File: config.mk
export PLATFORM = sky130hd
export DESIGN_NAME = lsre_ctrl
export DESIGN_NICKNAME = d
export VERILOG_FILES = /design/src/design/lsre_pkg.sv /design/src/design/lsre_ctrl.sv
export SDC_FILE = /design/constraint.sdc
export NUM_CORES = 1
export LEC_CHECK = 0
export BUFFER_PORTS_ARGS = -buffer_cell sky130_fd_sc_hd__buf_2
export CAP_MARGIN = 15
export CORE_ASPECT_RATIO = 0.75
export CORE_MARGIN = 8
export CORE_UTILIZATION = 60
export CTS_BUF_LIST = sky130_fd_sc_hd__clkbuf_4 sky130_fd_sc_hd__clkbuf_8
export DETAILED_ROUTE_END_ITERATION = 10
export PLACE_DENSITY = 0.93
export RECOVER_POWER = 50
export SYNTH_ARGS = -nofsm -noshare
export SYNTH_HDL_FRONTEND = slang
export SYNTH_SLANG_ARGS = --single-unit
File: constraint.sdc
create_clock -name clk -period 4.2 [get_ports clk]
set_input_delay 0.42 -clock clk [delete_from_list [all_inputs] [get_ports clk]]
set_output_delay 0.42 -clock clk [all_outputs]
set_load 0.02 [all_outputs]
File: src/design/lsre_pkg.sv
// ----------------------------------------------------------------------------
// lsre_pkg
// Shared types and constants of the link-state route engine.
// ----------------------------------------------------------------------------
package lsre_pkg;

  localparam int MAX_NODES = 16;
  localparam int NODE_W    = 4;
  localparam int MODE_W    = 2;
  localparam int LINK_W    = 16;
  localparam int COST_W    = 20;
  localparam int CFG_W     = 5;
  localparam int HOP_LIMIT = 16;
  localparam int HOP_W     = $clog2(HOP_LIMIT);

  localparam logic [CFG_W-1:0]  CFG_RESET = 5'd16;
  localparam logic [COST_W-1:0] COST_MAX  = 20'hFFFFF;

  typedef enum logic [MODE_W-1:0] {
    MODE_SET  = 2'd0,
    MODE_REC  = 2'd1,
    MODE_QRY  = 2'd2,
    MODE_NONE = 2'd3
  } mode_t;

  typedef struct packed {
    logic cap;
    logic link_wr_a;
    logic link_wr_b;
    logic rec_clr;
    logic src_start;
    logic seed_rd;
    logic scan;
    logic commit;
    logic relax_rd;
    logic wb;
    logic rec_emit;
    logic q_start;
    logic q_one;
    logic q_rd;
    logic q_emit;
  } cmd_t;

  typedef struct packed {
    mode_t mode;
    logic  set_ok;
    logic  q_one;
    logic  q_last;
    logic  best_ok;
    logic  out_free;
  } sts_t;

endpackage

File: src/design/lsre_ctrl.sv
// ----------------------------------------------------------------------------
// lsre_ctrl
// Sequencer: decodes items, walks sources, scans, relaxes and query hops.
// ----------------------------------------------------------------------------
module lsre_ctrl #(
  parameter int MAX_NODES = lsre_pkg::MAX_NODES
) (
  input  logic                               clk,
  input  logic                               rst_n,
  input  logic                               in_valid,
  output logic                               in_ready,
  input  lsre_pkg::sts_t                     sts,
  input  logic [$clog2(MAX_NODES+1)-1:0]     n,
  output lsre_pkg::cmd_t                     cmd,
  output logic [$clog2(MAX_NODES)-1:0]       k,
  output logic [$clog2(MAX_NODES)-1:0]       s
);

  localparam int NW = $clog2(MAX_NODES);
  localparam int CW = $clog2(MAX_NODES + 1);

  typedef enum logic [15:0] {
    ST_IDLE    = 16'h0001,
    ST_DECODE  = 16'h0002,
    ST_SET_A   = 16'h0004,
    ST_SET_B   = 16'h0008,
    ST_REC_CLR = 16'h0010,
    ST_SEED    = 16'h0020,
    ST_SEED_T  = 16'h0040,
    ST_SCAN    = 16'h0080,
    ST_PICK    = 16'h0100,
    ST_RELAX   = 16'h0200,
    ST_RELAX_T = 16'h0400,
    ST_WB      = 16'h0800,
    ST_REC_OUT = 16'h1000,
    ST_Q_CHECK = 16'h2000,
    ST_Q_RD    = 16'h4000,
    ST_Q_EMIT  = 16'h8000
  } state_t;

  state_t        state_r, state_nxt;
  logic [NW-1:0] k_r, k_nxt;
  logic [NW-1:0] s_r, s_nxt;
  logic [NW-1:0] it_r, it_nxt;
  logic          k_last, s_last, it_last;

  assign k_last  = (CW'(k_r) + CW'(1)) == n;
  assign s_last  = (CW'(s_r) + CW'(1)) == n;
  assign it_last = (CW'(it_r) + CW'(1)) == n;

  always_comb begin
    state_nxt = state_r;
    k_nxt     = k_r;
    s_nxt     = s_r;
    it_nxt    = it_r;
    cmd       = '0;
    in_ready  = 1'b0;
    unique case (state_r)
      ST_IDLE: begin
        in_ready = 1'b1;
        if (in_valid) begin
          cmd.cap   = 1'b1;
          state_nxt = ST_DECODE;
        end
      end
      ST_DECODE: begin
        unique case (sts.mode)
          lsre_pkg::MODE_SET: state_nxt = sts.set_ok ? ST_SET_A : ST_IDLE;
          lsre_pkg::MODE_REC: state_nxt = ST_REC_CLR;
          lsre_pkg::MODE_QRY: state_nxt = ST_Q_CHECK;
          default:            state_nxt = ST_IDLE;
        endcase
      end
      ST_SET_A: begin
        cmd.link_wr_a = 1'b1;
        state_nxt     = ST_SET_B;
      end
      ST_SET_B: begin
        cmd.link_wr_b = 1'b1;
        state_nxt     = ST_IDLE;
      end
      ST_REC_CLR: begin
        cmd.rec_clr = 1'b1;
        s_nxt       = '0;
        k_nxt       = '0;
        state_nxt   = (n == '0) ? ST_REC_OUT : ST_SEED;
      end
      ST_SEED: begin
        cmd.seed_rd   = 1'b1;
        cmd.src_start = (k_r == '0);
        if (k_last) begin
          k_nxt     = '0;
          state_nxt = ST_SEED_T;
        end else begin
          k_nxt = k_r + NW'(1);
        end
      end
      ST_SEED_T: begin
        it_nxt    = NW'(1);
        k_nxt     = '0;
        state_nxt = (n == CW'(1)) ? ST_WB : ST_SCAN;
      end
      ST_SCAN: begin
        cmd.scan = 1'b1;
        if (k_last) begin
          k_nxt     = '0;
          state_nxt = ST_PICK;
        end else begin
          k_nxt = k_r + NW'(1);
        end
      end
      ST_PICK: begin
        k_nxt = '0;
        if (sts.best_ok) begin
          cmd.commit = 1'b1;
          state_nxt  = ST_RELAX;
        end else begin
          state_nxt = ST_WB;
        end
      end
      ST_RELAX: begin
        cmd.relax_rd = 1'b1;
        if (k_last) begin
          k_nxt     = '0;
          state_nxt = ST_RELAX_T;
        end else begin
          k_nxt = k_r + NW'(1);
        end
      end
      ST_RELAX_T: begin
        if (it_last) begin
          state_nxt = ST_WB;
        end else begin
          it_nxt    = it_r + NW'(1);
          state_nxt = ST_SCAN;
        end
      end
      ST_WB: begin
        cmd.wb = 1'b1;
        if (k_last) begin
          k_nxt = '0;
          if (s_last) begin
            state_nxt = ST_REC_OUT;
          end else begin
            s_nxt     = s_r + NW'(1);
            state_nxt = ST_SEED;
          end
        end else begin
          k_nxt = k_r + NW'(1);
        end
      end
      ST_REC_OUT: begin
        if (sts.out_free) begin
          cmd.rec_emit = 1'b1;
          state_nxt    = ST_IDLE;
        end
      end
      ST_Q_CHECK: begin
        cmd.q_start = 1'b1;
        state_nxt   = ST_Q_RD;
      end
      ST_Q_RD: begin
        cmd.q_rd  = 1'b1;
        state_nxt = ST_Q_EMIT;
      end
      ST_Q_EMIT: begin
        if (sts.out_free) begin
          if (sts.q_one) begin
            cmd.q_one = 1'b1;
            state_nxt = ST_IDLE;
          end else begin
            cmd.q_emit = 1'b1;
            state_nxt  = sts.q_last ? ST_IDLE : ST_Q_RD;
          end
        end
      end
      default: state_nxt = ST_IDLE;
    endcase
  end

  always_ff @(posedge clk) begin
    if (!rst_n) begin
      state_r <= ST_IDLE;
      k_r     <= '0;
      s_r     <= '0;
      it_r    <= '0;
    end else begin
      state_r <= state_nxt;
      k_r     <= k_nxt;
      s_r     <= s_nxt;
      it_r    <= it_nxt;
    end
  end

  assign k = k_r;
  assign s = s_r;

endmodule

# == After elaboration in Yosys (flattened, before gate mapping) ==
# Cells that the tools add are included.
# word_totals
regBits,28
out_inout_bits,24
elab_cells,98
# classes
n_addsub,6
eq_ne,31
n_mux,46
n_reduce_logical,11
# ops
cell,count
$pmux 16 s15,1
$mux 16,7
$pmux 14 s3,1
$mux 12,3
$mux 15,2
$mux 13,2
$pmux 4 s2,3
$mux 1,21
$ne 2x2->1 const B,9
$eq 16x1->1 const B,1
$eq 16x10->1 const B,1
$eq 16x11->1 const B,1
$eq 16x12->1 const B,1
$eq 16x13->1 const B,1
$eq 16x14->1 const B,1
$eq 16x15->1 const B,1
$eq 16x16->1 const B,1
$eq 16x2->1 const B,1
$eq 16x3->1 const B,1
$eq 16x4->1 const B,1
$eq 16x5->1 const B,1
$eq 16x6->1 const B,1
$eq 16x7->1 const B,1
$eq 16x8->1 const B,1
other kinds (19),30

# == Longest topological paths before layout ==
# depth
word_depth,5
ltp_mapped,9
ltp_nobuf,8

# == Least setup slack after synthesis ==
# No wires, ideal clock.
# synth_timing
path_kind,flip-flop to flip-flop
startpoint,register k_r[0] (netlist: k[0])
endpoint,register state_r[14]
setup_time_ns,0.087
arrival_ns,2.421
required_time_ns,4.113
slack_ns,1.692
stages_incl_launch_ff,8
synth_period_minus_slack_ns,2.508
path_cell_list,dfxtp_1 > ha_1 > xor2_1 > o32a_1 > a2111oi_4 > nor3_2 > a2111o_1 > nor4b_2
# synth_between
elab_chain_cells,4
word_cells_on_any_way,7
# synth_rtl
element,line_no,source
"start, declared",lsre_ctrl.sv:42,"logic [NW-1:0] k_r, k_nxt;"
"start signal, assigned",lsre_ctrl.sv:189,k_r <= k_nxt;
$add 4x1->5 *,lsre_ctrl.sv:47,assign k_last = (CW'(k_r) + CW'(1)) == n;
$eq 5x5->1 *,lsre_ctrl.sv:47,
$ne 2x2->1 (no line),-,
$reduce_and 7->1 (no line) *,-,
"end signal, assigned",lsre_ctrl.sv:188,state_r <= state_nxt;
"end, declared",lsre_ctrl.sv:41,"state_t state_r, state_nxt;"
# Mark *: on every way between the ends. The rest lies on a longest branch, timed or not.
# A chain may end at the register's enable or synchronous reset.

==> results_dict.tcl <==
set metrics [dict create \
    rsz0062_at_grt "false" \
    drive_gt1_frac 0.142 \
    worstReg2RegStart "state_r[0]$_SDFFE_PN1P_" \
    cp-startpoint "state_r[0]$_SDFFE_PN1P_" \
    grt_pass1_wl_mm 9.63 \
    cpPeakStageDelay_ns 1.02 \
    hold_buffers 0 \
    power_frac_seq 0.459 \
    slowest_stage "nor4_1" \
    cts.reportedPaths.clkPinSlew_ns 0.11 \
    tns_ns 0 \
    layout_common_cells "dfxtp_1 (28), buf_2 (26), nor2_1 (21)" \
    crit_path_end_kind "primary output" \
    die_h_um 68.2 \
    tightestPinTransition_ns 1.20 \
    min_from "sts[4]" \
    period_share 0.786 \
    stdcell_count 338 \
    synth_edf_count 0 \
    critPathMaxFanout 8 \
    synth_flop_cell "dfxtp_1" \
    io_buffers 38 \
    clk-insertion-delay-late_ns 0.29 \
    syn-cell-area_mm2 0.00218 \
    hold_class "in2reg" \
    dp_cells 334 \
    post_drt_wl_per_cell_um 17.6 \
    synthArstFlopShare 0 \
    fill_cells 328 \
    netlist_instances 269 \
    fin_nets 319 \
    drc 0 \
    io_pins 39 \
    dp_slack_ns 1.46 \
    antenna_found_initial 0 \
    post-route-util 0.668 \
    yosysSeqAreaShare 0.257 \
    dp_hpwl_mm 4.42 \
    relSlewSlack 0.193 \
    fin_crit_ns 3.30 \
    overflow 0 \
    gr-usage-all-layers 0.205 \
    htreeDepth 1 \
    start_util 0.612 \
    status "complete, no violations" \
    dieArea_mm2 0.00584 \
    drt_iter0_drc 340 \
    p_sw_frac 0.325 \
    total_power_w 0.000617 \
    final_common_cell "dfxtp_1" \
    max_freq_ghz 0.303 \
    cts_tree "done" \
    ys_seq_elements 28 \
    powerDensity_mw_per_mm2 259 \
    crit_arrival_ns 2.88 \
    p_sw_w 0.000200 \
    cts-resized-gates 0 \
    postCtsSetupBuffers 0 \
    vias 2214 \
    ys_warn_count 0 \
    worst-setup-path-type "reg2out" \
    drt_first_pass_iters 7 \
    worstPathRequired_ns 3.78 \
    syn_area_per_cell_um2 8.11 \
    power.share.clock 0.285 \
    finalMaxSlewViolations 0 \
    finClkSkew_ns 0.0112 \
    wl_mm 5.94 \
    r2r_cells 5 \
    grt_max_degree 19 \
    max_cap_violations 0 \
    cts_made_buffers 3 \
    r2r_slack_ns 1.02 \
    fp.dieW_um 85.6 \
    worst_slack_ns 0.897 \
    clockRootBuffer "clkbuf_8" \
    clk_path_buf_depth 2 \
    leakagePower_nw 1.00 \
    peakVddDrop_uv 139 \
    insertedDiodeCount 0 \
    finalHoldViolCount 0 \
    critPathLaunchType "flop" \
    rows 19 \
    p_int_w 0.000417 \
    synthToLayoutAreaGrowth_pct 9.23 \
    gp_congestion 0.895 \
    timing.rr.end "k[3]$_SDFFE_PN0P_" \
    vias_per_cell 6.55 \
    route.antenna.remaining_nets 0 \
    crit_end "cmd[11]" \
    combinationalPowerShare 0.256 \
    synth_cell_types 60 \
    grt_pass1_vias 1995 \
    clock-sinks 28 \
    synthesis.nets 291 \
    setup_viol_count_final 0 \
    critical_path.cell_chain "nor4_1 -> nand2_1 -> nor2_1 -> nand3_1 -> inv_1 -> buf_2" \
    core_mm2 0.00357 \
]
power by group through the flow:
stage	registers [W]	clock network, W	logic (W)
3_3_place_gp	0.000289	0	0.000153
4_1_cts	0.000283	0.000176	0.000158
2_1_floorplan	0.000286	0	0.000121
6_report	0.000283	0.000176	0.000158
3_5_place_dp	0.000290	0	0.000157
5_1_grt	0.000285	0.000188	0.000170
area by class of cell:
| class | count | area [um^2] | share of cell area |
|---|---|---|---|
| clock buffer | 4 | 55.1 | 0.0231 |
| inverter | 17 | 63.8 | 0.0268 |
| multi-input combinational | 209 | 1480 | 0.619 |
| sequential | 28 | 561 | 0.235 |
| tap | 42 | 52.6 | 0.0220 |
| timing repair buffer | 38 | 175 | 0.0735 |
critical path, delay by kind of cell, from the launching register on:
| kind | cells | cell delay [ns] |
|---|---|---|
| AND/OR/NAND/NOR | 4 | 1.86 |
| flip-flops | 1 | 0.37 |
| buffers and inverters | 2 | 0.35 |
through the flow:
stage | hold slack, ns | cell area (um^2)
final | 0.432 | 2380
after global routing | 0.450 | 2380
after global placement | 0.491 | 2350
after detailed placement | 0.514 | 2350
after floorplan | 0.492 | 2180
after CTS | 0.435 | 2410
cell families after synthesis:
| logic type | share of synthesized area |
|---|---|
| fa+ha+maj | 0.0401 |
| compound gates | 0.169 |
| simple gates | 0.380 |
| mux | 0.00459 |
| flops | 0.257 |
| buf+inv | 0.0625 |
| xor+xnor | 0.0866 |
layer usage:
metal / GRT usage / share of wire
met2: 0.332 / 0.44
met1: 0.272 / 0.46
met4: 0.0500 / 0.012
met5: 0 / 0
met3: 0.0456 / 0.090
state kept, by name, summed over array words and instances (netlist names):
signal,count
it_r,4
k,4
s,4
state_r,16
how the worst min path moves through the flow:
stage                                    to  slack, ns  cells past startpoint
floorplan              it_r[3]$_SDFFE_PN0P_       0.49                      2
global placement          s[1]$_SDFFE_PN0P_       0.49                      2
detailed placement        s[1]$_SDFFE_PN0P_       0.51                      2
CTS                 state_r[2]$_SDFFE_PN0P_       0.44                      2
global route        state_r[2]$_SDFFE_PN0P_       0.45                      2
finish              state_r[2]$_SDFFE_PN0P_       0.43                      2
synthesized netlist by cell type, drive strengths merged, types with 2 or more instances:
library cell  instances  area share
nand3                15       0.034
a2111oi               2       0.017
nor2                 21       0.036
nor3b                 6       0.021
and2                  6       0.018
o32ai                 2      0.0080
dfxtp                28        0.26
a311oi                2      0.0080
nor3                  9       0.023
a21oi                12       0.028
xnor2                 7       0.028
clkbuf                8       0.014
a211oi                2      0.0069
nand2b                9       0.026
nor2b                 6       0.017
nand2                12       0.021
a22oi                 3       0.013
ha                    7       0.040
or3b                  2      0.0080
buf                   7       0.019
nand4b                4       0.016
and3                 10       0.029
nor4                 10       0.045
nand4                11       0.032
xor2                 12       0.048
o21a                  2      0.0069
o21ai                 6       0.014
a31oi                 2      0.0057
nor4b                 9       0.039
o211ai                2      0.0069
inv                  17       0.029
(Power assumes the default switching activity.)
